## config.mk

```make
export PLATFORM = sky130hd
export DESIGN_NAME = framed_counter_pattern_generator
export DESIGN_NICKNAME = d
export VERILOG_FILES = /design/src/rtl/core/fcpg_pkg.sv /design/src/rtl/core/fcpg_hdr_table.sv /design/src/rtl/core/fcpg_chan_bank.sv /design/src/rtl/core/fcpg_alu.sv /design/src/rtl/core/framed_counter_pattern_generator.sv
export VERILOG_INCLUDE_DIRS = /design/src /design/src/rtl/core
export SDC_FILE = /design/constraint.sdc
export NUM_CORES = 2
export LEC_CHECK = 0
export ABC_AREA = 1
export BUFFER_PORTS_ARGS = -buffer_cell sky130_fd_sc_hd__buf_2
export CELL_PAD_IN_SITES_DETAIL_PLACEMENT = 1
export CELL_PAD_IN_SITES_GLOBAL_PLACEMENT = 2
export CORE_ASPECT_RATIO = 1.75
export CORE_UTILIZATION = 35
export CTS_CLUSTER_DIAMETER = 60
export DETAILED_ROUTE_END_ITERATION = 8
export PLACE_DENSITY = 0.71
export SLEW_MARGIN = 20
export SYNTH_ARGS = -nofsm -noshare
export SYNTH_HDL_FRONTEND = slang
export SYNTH_HIERARCHICAL = 1
export SYNTH_SLANG_ARGS = --single-unit
```

## constraint.sdc

```tcl
create_clock -name clk_i -period 6.7 [get_ports clk_i]
set_input_delay 0.67 -clock clk_i [delete_from_list [all_inputs] [get_ports clk_i]]
set_output_delay 0.67 -clock clk_i [all_outputs]
set_load 0.01 [all_outputs]
```

## src/rtl/core/assert_macros.svh

```systemverilog
// assertion macros used by the top-level rtl file
// no dependencies; the including module provides clk_i and rst_ni
`ifndef ASSERT_MACROS_SVH
`define ASSERT_MACROS_SVH

// clocked assertion, disabled while reset is active
`define ASSERT_CLK(label, prop, msg) \
  label: assert property (@(posedge clk_i) disable iff (!rst_ni) (prop)) \
    else $error(msg);

// implication from a trigger to a property in the next cycle
`define ASSERT_NEXT(label, trig, prop, msg) \
  label: assert property (@(posedge clk_i) disable iff (!rst_ni) (trig) |=> (prop)) \
    else $error(msg);

`endif

```

## src/rtl/core/fcpg_pkg.sv

```systemverilog
// package for the framed counter pattern generator: sizes, codes, write structs
// and the byte formatting function; no dependencies
package fcpg_pkg;

  localparam int MAX_FIELDS   = 8;
  localparam int MAX_CHANNELS = 16;

  localparam int FIELD_IDX_W = (MAX_FIELDS > 1) ? $clog2(MAX_FIELDS) : 1;
  localparam int CHAN_IDX_W  = (MAX_CHANNELS > 1) ? $clog2(MAX_CHANNELS) : 1;
  localparam int FIELD_CNT_W = $clog2(MAX_FIELDS + 1);
  localparam int CHAN_CNT_W  = $clog2(MAX_CHANNELS + 1);
  localparam int IDX_W       = (FIELD_CNT_W > CHAN_CNT_W) ? FIELD_CNT_W : CHAN_CNT_W;
  localparam int LEN_W       = $clog2(MAX_CHANNELS * 8 + MAX_FIELDS * 8 + 1);

  typedef enum logic [1:0] {
    OP_LOAD_FIELD = 2'd0,
    OP_LOAD_CHAN  = 2'd1,
    OP_EMIT       = 2'd2
  } op_e;

  typedef enum logic [1:0] {
    KIND_ZERO  = 2'd0,
    KIND_FIXED = 2'd1,
    KIND_SIZE  = 2'd2
  } kind_e;

  typedef enum logic [2:0] {
    CFG_WORD_SIZE  = 3'd0,
    CFG_COUNT_DOWN = 3'd1,
    CFG_BIG_ENDIAN = 3'd2,
    CFG_STEP       = 3'd3,
    CFG_CHAN_COUNT = 3'd4,
    CFG_HDR_COUNT  = 3'd5
  } cfg_idx_e;

  typedef struct packed {
    logic                   en;
    logic [FIELD_IDX_W-1:0] idx;
    logic [3:0]             len;
    logic [1:0]             kind;
    logic [63:0]            value;
  } hdr_wr_t;

  typedef struct packed {
    logic                  en;
    logic [CHAN_IDX_W-1:0] idx;
    logic [63:0]           data;
  } chan_wr_t;

  // keep the low n bytes, then reverse them for big endian 2, 4 and 8 byte words
  function automatic logic [63:0] format_bytes(input logic [63:0] v, input logic [3:0] n,
                                               input logic big);
    logic [63:0] kept;
    logic [63:0] rev;
    logic [3:0]  src;
    logic        swap;
    kept = '0;
    rev  = '0;
    src  = '0;
    for (int j = 0; j < 8; j++) begin
      if (4'(j) < n) begin
        kept[8*j +: 8] = v[8*j +: 8];
      end
    end
    for (int j = 0; j < 8; j++) begin
      if (4'(j) < n) begin
        src = n - 4'(j) - 4'd1;
        rev[8*j +: 8] = kept[{src[2:0], 3'b000} +: 8];
      end
    end
    swap = big && (n == 4'd2 || n == 4'd4 || n == 4'd8);
    return swap ? rev : kept;
  endfunction

endpackage

```

## src/rtl/core/fcpg_hdr_table.sv

```systemverilog
// header field table: length, kind and fixed value per field, one read port
// depends on fcpg_pkg
module fcpg_hdr_table (
  input  logic                            clk_i,
  input  fcpg_pkg::hdr_wr_t               wr_i,
  input  logic [fcpg_pkg::FIELD_IDX_W-1:0] rd_idx_i,
  output logic [3:0]                      rd_len_o,
  output logic [1:0]                      rd_kind_o,
  output logic [63:0]                     rd_value_o
);

  logic [3:0]  len_q   [fcpg_pkg::MAX_FIELDS];
  logic [1:0]  kind_q  [fcpg_pkg::MAX_FIELDS];
  logic [63:0] value_q [fcpg_pkg::MAX_FIELDS];

  always_ff @(posedge clk_i) begin
    if (wr_i.en) begin
      len_q[wr_i.idx]   <= wr_i.len;
      kind_q[wr_i.idx]  <= wr_i.kind;
      value_q[wr_i.idx] <= wr_i.value;
    end
  end

  assign rd_len_o   = len_q[rd_idx_i];
  assign rd_kind_o  = kind_q[rd_idx_i];
  assign rd_value_o = value_q[rd_idx_i];

endmodule

```

## src/rtl/core/fcpg_chan_bank.sv

```systemverilog
// channel counter bank with per-entry valid bits; unwritten entries read as zero
// depends on fcpg_pkg
module fcpg_chan_bank (
  input  logic                           clk_i,
  input  logic                           rst_ni,
  input  fcpg_pkg::chan_wr_t             wr_i,
  input  logic [fcpg_pkg::CHAN_IDX_W-1:0] rd_idx_i,
  output logic [63:0]                    rd_data_o
);

  logic [63:0]                       cnt_q [fcpg_pkg::MAX_CHANNELS];
  logic [fcpg_pkg::MAX_CHANNELS-1:0] vld_q;

  always_ff @(posedge clk_i or negedge rst_ni) begin
    if (!rst_ni) begin
      vld_q <= '0;
    end else if (wr_i.en) begin
      vld_q[wr_i.idx] <= 1'b1;
    end
  end

  always_ff @(posedge clk_i) begin
    if (wr_i.en) begin
      cnt_q[wr_i.idx] <= wr_i.data;
    end
  end

  assign rd_data_o = vld_q[rd_idx_i] ? cnt_q[rd_idx_i] : 64'd0;

endmodule

```

## src/rtl/core/fcpg_alu.sv

```systemverilog
// shared 64-bit add/subtract unit: frame length sum and counter stepping
// no dependencies
module fcpg_alu (
  input  logic [63:0] a_i,
  input  logic [63:0] b_i,
  input  logic        sub_i,
  output logic [63:0] sum_o
);

  assign sum_o = a_i + (b_i ^ {64{sub_i}}) + 64'(sub_i);

endmodule

```

## src/rtl/core/framed_counter_pattern_generator.sv

```systemverilog
// framed counter pattern generator top level: sequencer, config registers, output stage
// depends on fcpg_pkg, fcpg_hdr_table, fcpg_chan_bank, fcpg_alu, assert_macros.svh
//
//  channel   direction  handshake                 payload
//  in        sink       in_valid_i / in_ready_o   operation, slot, field_bytes, kind, value
//  out       source     out_valid_o / out_ready_i bytes, count, end_of_frame
//  cfg       sink       cfg_we_i                  cfg_index_i, cfg_data_i
//
// a load leaves the sequencer idle; an emit (nf header fields, nc channels) runs a pass
// of the shared adder that sums the field lengths, then one result per cycle while out
// is not stalled, the adder stepping each counter as it goes out
// in_ready_o is high only while the sequencer is idle; out stalls hold the sequencer
// reset is asynchronous active low; counters read as zero until first written, no clearing pass
`include "assert_macros.svh"

module framed_counter_pattern_generator (
  input  logic        clk_i,
  input  logic        rst_ni,
  input  logic        in_valid_i,
  output logic        in_ready_o,
  input  logic [1:0]  in_operation_i,
  input  logic [3:0]  in_slot_i,
  input  logic [3:0]  in_field_bytes_i,
  input  logic [1:0]  in_field_kind_i,
  input  logic [63:0] in_load_value_i,
  output logic        out_valid_o,
  input  logic        out_ready_i,
  output logic [63:0] out_out_bytes_o,
  output logic [3:0]  out_out_count_o,
  output logic        out_end_of_frame_o,
  input  logic        cfg_we_i,
  input  logic [2:0]  cfg_index_i,
  input  logic [31:0] cfg_data_i
);

  typedef enum logic [3:0] {
    ST_IDLE = 4'b0001,
    ST_SUM  = 4'b0010,
    ST_HDR  = 4'b0100,
    ST_CHAN = 4'b1000
  } state_e;

  state_e state_q, state_d;

  logic [1:0]  word_size_q;
  logic        count_down_q;
  logic        big_endian_q;
  logic [31:0] step_q;
  logic [4:0]  chan_count_q;
  logic [3:0]  hdr_count_q;

  logic [fcpg_pkg::IDX_W-1:0] idx_q, idx_d;
  logic [fcpg_pkg::LEN_W-1:0] acc_q, acc_d;

  logic        out_valid_q, out_valid_d;
  logic [63:0] out_bytes_q, out_bytes_d;
  logic [3:0]  out_count_q, out_count_d;
  logic        out_eof_q, out_eof_d;
  logic        load_out;

  logic [fcpg_pkg::FIELD_CNT_W-1:0] nf;
  logic [fcpg_pkg::CHAN_CNT_W-1:0]  nc;
  logic [3:0]                       wb;
  logic [fcpg_pkg::IDX_W-1:0]       idx_inc;
  logic                             last_field, last_chan;
  logic                             in_xfer, out_free;
  logic [3:0]                       ld_len;

  fcpg_pkg::hdr_wr_t  hdr_wr;
  fcpg_pkg::chan_wr_t chan_wr;

  logic [3:0]  hdr_len;
  logic [1:0]  hdr_kind;
  logic [63:0] hdr_value;
  logic [63:0] hdr_raw;
  logic [63:0] chan_rd;
  logic [63:0] alu_a, alu_b, alu_sum;
  logic        alu_sub;

  // configuration registers
  always_ff @(posedge clk_i or negedge rst_ni) begin
    if (!rst_ni) begin
      word_size_q  <= 2'd2;
      count_down_q <= 1'b0;
      big_endian_q <= 1'b0;
      step_q       <= 32'd1;
      chan_count_q <= 5'd1;
      hdr_count_q  <= 4'd0;
    end else if (cfg_we_i) begin
      case (cfg_index_i)
        fcpg_pkg::CFG_WORD_SIZE:  word_size_q  <= cfg_data_i[1:0];
        fcpg_pkg::CFG_COUNT_DOWN: count_down_q <= cfg_data_i[0];
        fcpg_pkg::CFG_BIG_ENDIAN: big_endian_q <= cfg_data_i[0];
        fcpg_pkg::CFG_STEP:       step_q       <= cfg_data_i;
        fcpg_pkg::CFG_CHAN_COUNT: chan_count_q <= cfg_data_i[4:0];
        fcpg_pkg::CFG_HDR_COUNT:  hdr_count_q  <= cfg_data_i[3:0];
        default: ;
      endcase
    end
  end

  // clamped frame geometry
  always_comb begin
    if (int'(hdr_count_q) > fcpg_pkg::MAX_FIELDS) begin
      nf = fcpg_pkg::FIELD_CNT_W'(fcpg_pkg::MAX_FIELDS);
    end else begin
      nf = fcpg_pkg::FIELD_CNT_W'(hdr_count_q);
    end
    if (chan_count_q == 5'd0) begin
      nc = fcpg_pkg::CHAN_CNT_W'(1);
    end else if (int'(chan_count_q) > fcpg_pkg::MAX_CHANNELS) begin
      nc = fcpg_pkg::CHAN_CNT_W'(fcpg_pkg::MAX_CHANNELS);
    end else begin
      nc = fcpg_pkg::CHAN_CNT_W'(chan_count_q);
    end
  end

  assign wb         = 4'd1 << word_size_q;
  assign idx_inc    = idx_q + fcpg_pkg::IDX_W'(1);
  assign last_field = (idx_inc == fcpg_pkg::IDX_W'(nf));
  assign last_chan  = (idx_inc == fcpg_pkg::IDX_W'(nc));
  assign in_ready_o = (state_q == ST_IDLE);
  assign in_xfer    = in_valid_i && in_ready_o;
  assign out_free   = !out_valid_q || out_ready_i;

  // storage
  always_comb begin
    if (in_field_bytes_i == 4'd0) begin
      ld_len = 4'd1;
    end else if (in_field_bytes_i > 4'd8) begin
      ld_len = 4'd8;
    end else begin
      ld_len = in_field_bytes_i;
    end
  end

  assign hdr_wr.en    = in_xfer && (in_operation_i == fcpg_pkg::OP_LOAD_FIELD) &&
                        (int'(in_slot_i) < fcpg_pkg::MAX_FIELDS);
  assign hdr_wr.idx   = fcpg_pkg::FIELD_IDX_W'(in_slot_i);
  assign hdr_wr.len   = ld_len;
  assign hdr_wr.kind  = in_field_kind_i;
  assign hdr_wr.value = in_load_value_i;

  always_comb begin
    chan_wr.en   = 1'b0;
    chan_wr.idx  = fcpg_pkg::CHAN_IDX_W'(in_slot_i);
    chan_wr.data = in_load_value_i;
    if (state_q == ST_CHAN) begin
      chan_wr.en   = out_free;
      chan_wr.idx  = idx_q[fcpg_pkg::CHAN_IDX_W-1:0];
      chan_wr.data = alu_sum;
    end else if (in_xfer && (in_operation_i == fcpg_pkg::OP_LOAD_CHAN) &&
                 (int'(in_slot_i) < fcpg_pkg::MAX_CHANNELS)) begin
      chan_wr.en = 1'b1;
    end
  end

  fcpg_hdr_table u_hdr_table (
    .clk_i      (clk_i),
    .wr_i       (hdr_wr),
    .rd_idx_i   (idx_q[fcpg_pkg::FIELD_IDX_W-1:0]),
    .rd_len_o   (hdr_len),
    .rd_kind_o  (hdr_kind),
    .rd_value_o (hdr_value)
  );

  fcpg_chan_bank u_chan_bank (
    .clk_i     (clk_i),
    .rst_ni    (rst_ni),
    .wr_i      (chan_wr),
    .rd_idx_i  (idx_q[fcpg_pkg::CHAN_IDX_W-1:0]),
    .rd_data_o (chan_rd)
  );

  // shared adder operands
  always_comb begin
    if (state_q == ST_SUM) begin
      alu_a   = 64'(acc_q);
      alu_b   = 64'(hdr_len);
      alu_sub = 1'b0;
    end else begin
      alu_a   = chan_rd;
      alu_b   = {{32{step_q[31]}}, step_q};
      alu_sub = count_down_q;
    end
  end

  fcpg_alu u_alu (
    .a_i   (alu_a),
    .b_i   (alu_b),
    .sub_i (alu_sub),
    .sum_o (alu_sum)
  );

  always_comb begin
    case (fcpg_pkg::kind_e'(hdr_kind))
      fcpg_pkg::KIND_SIZE:  hdr_raw = 64'(acc_q);
      fcpg_pkg::KIND_FIXED: hdr_raw = hdr_value;
      default:              hdr_raw = 64'd0;
    endcase
  end

  // sequencer
  always_comb begin
    state_d     = state_q;
    idx_d       = idx_q;
    acc_d       = acc_q;
    load_out    = 1'b0;
    out_bytes_d = out_bytes_q;
    out_count_d = out_count_q;
    out_eof_d   = out_eof_q;
    case (state_q)
      ST_IDLE: begin
        if (in_xfer && (in_operation_i == fcpg_pkg::OP_EMIT)) begin
          idx_d   = '0;
          acc_d   = fcpg_pkg::LEN_W'(nc) << word_size_q;
          state_d = (nf == '0) ? ST_CHAN : ST_SUM;
        end
      end
      ST_SUM: begin
        acc_d = alu_sum[fcpg_pkg::LEN_W-1:0];
        if (last_field) begin
          idx_d   = '0;
          state_d = ST_HDR;
        end else begin
          idx_d = idx_inc;
        end
      end
      ST_HDR: begin
        if (out_free) begin
          load_out    = 1'b1;
          out_bytes_d = fcpg_pkg::format_bytes(hdr_raw, hdr_len, big_endian_q);
          out_count_d = hdr_len;
          out_eof_d   = 1'b0;
          if (last_field) begin
            idx_d   = '0;
            state_d = ST_CHAN;
          end else begin
            idx_d = idx_inc;
          end
        end
      end
      ST_CHAN: begin
        if (out_free) begin
          load_out    = 1'b1;
          out_bytes_d = fcpg_pkg::format_bytes(chan_rd, wb, big_endian_q);
          out_count_d = wb;
          out_eof_d   = last_chan;
          if (last_chan) begin
            idx_d   = '0;
            state_d = ST_IDLE;
          end else begin
            idx_d = idx_inc;
          end
        end
      end
      default: begin
        state_d = ST_IDLE;
      end
    endcase
  end

  assign out_valid_d = load_out || (out_valid_q && !out_ready_i);

  always_ff @(posedge clk_i or negedge rst_ni) begin
    if (!rst_ni) begin
      state_q     <= ST_IDLE;
      idx_q       <= '0;
      out_valid_q <= 1'b0;
    end else begin
      state_q     <= state_d;
      idx_q       <= idx_d;
      out_valid_q <= out_valid_d;
    end
  end

  always_ff @(posedge clk_i) begin
    acc_q <= acc_d;
    if (load_out) begin
      out_bytes_q <= out_bytes_d;
      out_count_q <= out_count_d;
      out_eof_q   <= out_eof_d;
    end
  end

  assign out_valid_o        = out_valid_q;
  assign out_out_bytes_o    = out_bytes_q;
  assign out_out_count_o    = out_count_q;
  assign out_end_of_frame_o = out_eof_q;

  // an accepted emit keeps the input side busy, a load does not
  `ASSERT_NEXT(a_emit_busy, in_xfer && (in_operation_i == fcpg_pkg::OP_EMIT), !in_ready_o, "emit transfer did not block input")
  `ASSERT_NEXT(a_load_quick, in_xfer && (in_operation_i != fcpg_pkg::OP_EMIT), in_ready_o, "load transfer blocked input")
  // a result is loaded only into a free output stage
  `ASSERT_CLK(a_out_no_overwrite, !load_out || !out_valid_q || out_ready_i, "pending result overwritten")

endmodule
```

## Word-level counts from Yosys, hierarchy flattened

Memories as Yosys holds them, arrays and structs flattened.
Cells that the tools add are included.

| cells by class | value |
|---|---|
| $lt $le $gt $ge | 23 |
| reductions and logical operators | 36 |
| mux-type cells | 114 |
| add/subtract/negate cells | 31 |
| bitwise gates (word level) | 2 |
| multiply operators | 0 |
| divide/modulo/power cells | 0 |
| equality and inequality tests | 27 |
| shift operators | 18 |

Operator list:

| kind | count |
|---|---|
| indexed part select 64 x 7 -> 8 bit | 16 |
| 2-to-1 mux 8 bit | 65 |
| 2-to-1 mux 64 bit | 7 |
| one-hot mux 64 bit (2 select lines) | 2 |
| 2-to-1 mux 68 bit | 1 |
| adder 64 x 1 -> 64 bit | 1 |
| adder 64 bit | 1 |
| bitwise XOR 64 bit | 1 |
| 2-to-1 mux 4 bit | 12 |
| subtractor 3 x 1 -> 3 bit (second input constant) | 16 |
| 2-to-1 mux 5 bit | 7 |
| < comparator 3 x 4 -> 1 bit (first input constant) | 8 |
| subtractor 3 bit (second input constant) | 8 |
| one-hot mux 5 bit (4 select lines) | 1 |
| < comparator 1 x 4 -> 1 bit (first input constant) | 4 |
| < comparator 2 x 4 -> 1 bit (first input constant) | 4 |
| OR 16 bit | 1 |
| one-hot mux 4 bit (4 select lines) | 1 |
| one-hot mux 8 bit (2 select lines) | 1 |
| AND reduction 2 bit | 7 |
| 2-to-1 mux 1 bit | 13 |
| equality test 4 x 2 -> 1 bit (second input constant) | 3 |
| equality test 4 x 3 -> 1 bit (second input constant) | 3 |
| equality test 4 bit (second input constant) | 3 |
| other kinds (35) | 65 |

| word-level totals | value |
|---|---|
| bits in registers | 148 |
| latch bits | 0 |
| memories | 4 |
| ROM bits | 0 |
| output and inout port bits | 71 |
| bits in writable memories | 1584 |

Memory list:

| name | depth | bits a word | rd ports | clocked after memory_dff | write ports | RTL line | source |
|---|---|---|---|---|---|---|---|
| u_chan_bank.cnt_q | 16 | 64 | 1 | 0 | 1 | fcpg_chan_bank.sv:11 | `logic [63:0] cnt_q [fcpg_pkg::MAX_CHANNELS];` |
| u_hdr_table.value_q | 8 | 64 | 1 | 0 | 1 | fcpg_hdr_table.sv:14 | `logic [63:0] value_q [fcpg_pkg::MAX_FIELDS];` |
| u_hdr_table.len_q | 8 | 4 | 1 | 0 | 1 | fcpg_hdr_table.sv:12 | `logic [3:0] len_q [fcpg_pkg::MAX_FIELDS];` |
| u_hdr_table.kind_q | 8 | 2 | 1 | 0 | 1 | fcpg_hdr_table.sv:13 | `logic [1:0] kind_q [fcpg_pkg::MAX_FIELDS];` |

## Longest topological paths before layout

| depth | value |
|---|---|
| depth after elaboration | 12 |
| depth in mapped cells | 32 |
| mapped depth without buffers | 29 |

## Cells and area by module

Netlist, hierarchy kept.

By module, submodules not included:

| module | area an instance (µm²) | times used | cells each | seq. area each (µm²) |
|---|---|---|---|---|
| fcpg_chan_bank | 44870.5 | 1 | 4361 | 31149.9 |
| fcpg_hdr_table | 24352.1 | 1 | 2437 | 16816.1 |
| framed_counter_pattern_generator | 14182.4 | 1 | 2519 | 3693.5 |
| fcpg_alu | 5985.7 | 1 | 1173 | 0.0 |

## Worst setup path after synthesis

No wires, ideal clock.

| timing path | value |
|---|---|
| path type | register -> register |
| from | register state_q[0] |
| to | memory u_chan_bank.cnt_q[0][60] (data pin) |
| setup slack | 1700 ps |
| buffers on the path | 2 |
| cell stages (with the launch flop) | 21 |
| data required time | 6380 ps |
| data arrival time | 4680 ps |
| period minus slack after synthesis | 5000 ps |
| cell sequence | dfstp_2 -> nor2_1 -> nand2_1 -> inv_1 -> clkbuf_1 -> clkbuf_1 -> nor2_1 -> xor2_1 -> ha_1 -> a21oi_1 -> inv_1 -> nor2_1 -> o21ai_0 -> nand2_1 -> nand2_1 -> a21oi_1 -> nand2_1 -> nand2_1 -> nand2_1 -> nand2_1 -> nand2_1 |

RTL lines:

| element | RTL line | source |
|---|---|---|
| start, declared | framed_counter_pattern_generator.sv:43 | `state_e state_q, state_d;` |
| start signal, assigned | framed_counter_pattern_generator.sv:271 | `state_q <= state_d;` |
| end, declared | fcpg_chan_bank.sv:11 |  |

==> impl_metrics.py <==
metrics = {
    "critical_path": {
        "endpoint": "u_chan_bank/cnt_q[14][63]",
        "crit_start": "idx_q[1]",
        "ff2ff_setup_slack_ns": 0.96,
        "worstPathRequired_ns": 7.15,
        "cp-end-kind": "register",
        "crit_path_start_kind": "register",
        "crit_fanout": 60,
        "worstPathArrival_ns": 6.19,
        "ff2ff_path_depth": 26,
        "reg2reg_from": "idx_q[1]",
        "r2r_end": "u_chan_bank/cnt_q[14][63]",
        "path_class": "register to register",
    },
    "sta": {
        "finalSetupViolations": 0,
        "period_minus_slack_ns": 5.74,
        "maxSlewHeadroom": 0.201,
        "final_max_slew_viol_count": 0,
        "worst_pin_slew_ns": 1.19,
        "finClkSkew_ns": 0.0566,
        "rsz0062_at_grt": "no",
        "fmax_mhz": 174,
        "post-route-period-util": 0.856,
        "fin_setup_tns_ns": 0,
        "finalHoldViolCount": 0,
    },
    "placement": {
        "dp.cells": 13694,
        "placement.io_buffers": 186,
        "dpl.hpwl_um": 251000,
        "place_congestion": 0.983,
    },
    "worst_hold_path": {
        "min_from": "cfg_data_i[18]",
        "min_path_type": "input port to register",
    },
    "pwr": {
        "power_leakage_nw": 45.0,
        "peakVddDrop_mv": 0.176,
        "powerDensity_nw_per_um2": 345,
    },
    "yosys": {
        "synthesis.area_um2": 89400,
        "synth_edf_count": 1661,
        "synthFlopType": "edfxtp_1",
        "synth_top_area_frac": 0.558,
        "ys_seq_elements": 1732,
        "ys_types": 45,
        "yosysWarnings": 6,
        "ys_seq_area_frac": 0.578,
        "synth_cells": 10490,
        "synthesis.nets": 10691,
        "yosys-top-cells-area": "edfxtp_1 (56%), nand2_1 (16%), nand3_1 (7.9%)",
        "synth_top_area_cell": "edfxtp_1",
        "ys_async_sr_fraction": 0.0410,
        "avgSynthCellArea_um2": 8.52,
    },
    "detailed_routing": {
        "via_count": 72916,
        "drt_pass1_iterations": 5,
        "wirelength_um": 375000,
        "viasPerCell": 5.19,
        "wl_per_cell_um": 26.7,
        "drt_iter0_drc": 4505,
        "antenna_left": 0,
        "drc": 0,
    },
    "outcome": {
        "status": "finished, final reports clean",
    },
    "cells_and_area": {
        "area_growth_pct": 12.1,
        "n_fill_cell": 29724,
        "final_layout_size_suffix_gt1_frac": 0.0693,
        "ff_latch_area_um2": 51700,
        "nets": 10762,
        "multi_input_area_um2": 28700,
        "fin_cells": 14046,
    },
    "global_route": {
        "grt_pass1_wl_um": 534000,
        "grt_pass1_vias": 75139,
        "grt_overflow_total": 0,
        "track_usage": 0.287,
        "grt_max_degree": 157,
        "antenna_found_initial": 21,
    },
    "cts": {
        "path_clk_slew_ns": 0.06,
        "htree_levels": 4,
        "cts_sinks": 1732,
        "cts-buffers-inserted": 180,
        "clockRootBuffer": "clkbuf_16",
        "post_cts_resized": 0,
        "clkLatencyLatePin_ns": 0.88,
        "cts_tree": "done",
        "cts_buffer_depth": 4,
    },
    "floorplan": {
        "fp.coreArea_um2": 254000,
        "io_pins": 187,
        "row_count": 245,
        "die_w_um": 384,
        "start_util": 0.352,
        "die_area_um2": 258000,
        "die_height_um": 671,
    },
    "job": {
        "drv_cap": 0,
    },
}
## cell families (layout without fill, tap and decap cells)
logic type / count (synthesis) / count (layout) / share of synthesized area
mux: 8 / 8 / 0.000896
simple gates: 5599 / 5599 / 0.259
fa+ha+maj: 85 / 85 / 0.0120
other cells: 0 / 13 / 0
buf+inv: 2356 / 2565 / 0.104
flops: 1732 / 1732 / 0.578
xor+xnor: 101 / 101 / 0.00990
compound gates: 609 / 609 / 0.0367
## metal layers
metal,wire length (um),part of all wire,global-route usage
met5,44,0.00012,0
met4,23400,0.062,0.157
met3,13000,0.035,0.0269
met2,192000,0.51,0.516
met1,146000,0.39,0.333
## cell usage after synthesis, drive strengths merged, types with 67 or more instances
| master | n |
|---|---|
| a21oi | 296 |
| o21ai | 218 |
| dfrtp | 67 |
| inv | 1853 |
| nor2 | 388 |
| nand2 | 3747 |
| xor2 | 96 |
| edfxtp | 1661 |
| clkbuf | 168 |
| ha | 84 |
| nand3 | 1407 |
| buf | 332 |
## worst min path at each step
stage / to / slack [ns] / cells after the start
detailed placement: u_chan_bank/vld_q[13] / 0.45 / 2
global route: u_hdr_table/value_q[5][49] / 0.07 / 1
global placement: u_chan_bank/vld_q[13] / 0.44 / 2
finish: step_q[18] / 0.09 / 3
floorplan: big_endian_q / 0.37 / 0
CTS: u_hdr_table/value_q[4][49] / 0.02 / 1
## flip-flops by register name, indices dropped and copies added, names as in the netlist
| name | cells |
|---|---|
| out_out_bytes_o | 64 |
| count_down_q | 1 |
| u_hdr_table/kind_q | 16 |
| out_end_of_frame_o | 1 |
| word_size_q | 2 |
| u_hdr_table/len_q | 32 |
| u_chan_bank/cnt_q | 1024 |
| out_valid_o | 1 |
| u_hdr_table/value_q | 512 |
| hdr_count_q | 4 |
| chan_count_q | 5 |
| out_out_count_o | 4 |
| idx_q | 5 |
| acc_q | 8 |
| state_q | 4 |
| step_q | 32 |
| u_chan_bank/vld_q | 16 |
| big_endian_q | 1 |
## what timing repair did
item	4_1_cts	5_1_grt
buffers inserted	0	0
endpoints found under the hold margin	52	0
hold buffers	19	0
## area by class of cell
| cell class | count | area share |
|---|---|---|
| clock buffers | 225 | 0.0472 |
| multi-input cells | 6402 | 0.286 |
| repair buffers | 389 | 0.0314 |
| well taps | 3334 | 0.0416 |
| flip-flops and latches | 1732 | 0.515 |
| diodes | 13 | 0.000325 |
| inverters | 1856 | 0.0699 |
| clock inverters | 95 | 0.00793 |
## per-stage QoR
stage	cell area (um^2)	setup slack (ns)	total power, mW	hold slack, ns	util
CTS	100000	0.868	34.8	0.0173	0.394
global route	100000	0.684	36.1	0.0692	0.394
finish	100000	0.962	34.6	0.0869	0.394
global placement	94500	0.913	24.9	0.441	0.372
floorplan	89400	1.70	19.9	0.374	-
detailed placement	94500	0.905	25.0	0.450	0.372
## layout by cell type (no fill, tap or decap), drive strengths merged, types with 11 or more instances in the layout
master | Yosys | final
edfxtp | 1661 | 1661
nor2 | 388 | 388
nand3 | 1407 | 1407
a31oi | 12 | 12
nor3 | 11 | 11
o211ai | 37 | 37
o21ai | 218 | 218
a21oi | 296 | 296
dfrtp | 67 | 67
inv | 1853 | 1865
ha | 84 | 84
nand2 | 3747 | 3747
diode | 0 | 13
clkbuf | 168 | 225
buf | 332 | 370
nand4 | 37 | 37
dlygate4sd3 | 0 | 19
o21bai | 11 | 11
clkinv | 3 | 72
xor2 | 96 | 96
## report_power, final
group	switching, mW	internal (mW)
sequential	0.120	12.6
combinational	9.20	2.95
clock	4.39	5.38
total	13.7	20.9
## worst max-delay path: stages, from the launching register on
cell and delay [ns]:
dfrtp_4 0.74, buf_12 0.40, buf_4 0.35, buf_4 0.29, nand3_1 0.11, nand3_1 0.09, nand3_1 0.10, nand2_1 0.15
nand2_1 0.09, inv_1 0.18, inv_1 0.06, nor2_1 0.11, ha_1 0.31, nand2_1 0.12, inv_1 0.10, nand2_1 0.09
nand2_1 0.17, nand2_1 0.12, nand3_1 0.31, nand2_1 0.17, nand2_1 0.10, a21oi_1 0.23, nand2_1 0.09, nand2_1 0.06
nand2_1 0.05, nand2_1 0.21, nand2_1 0.40
Note: power is estimated with default switching activity, not from simulation.
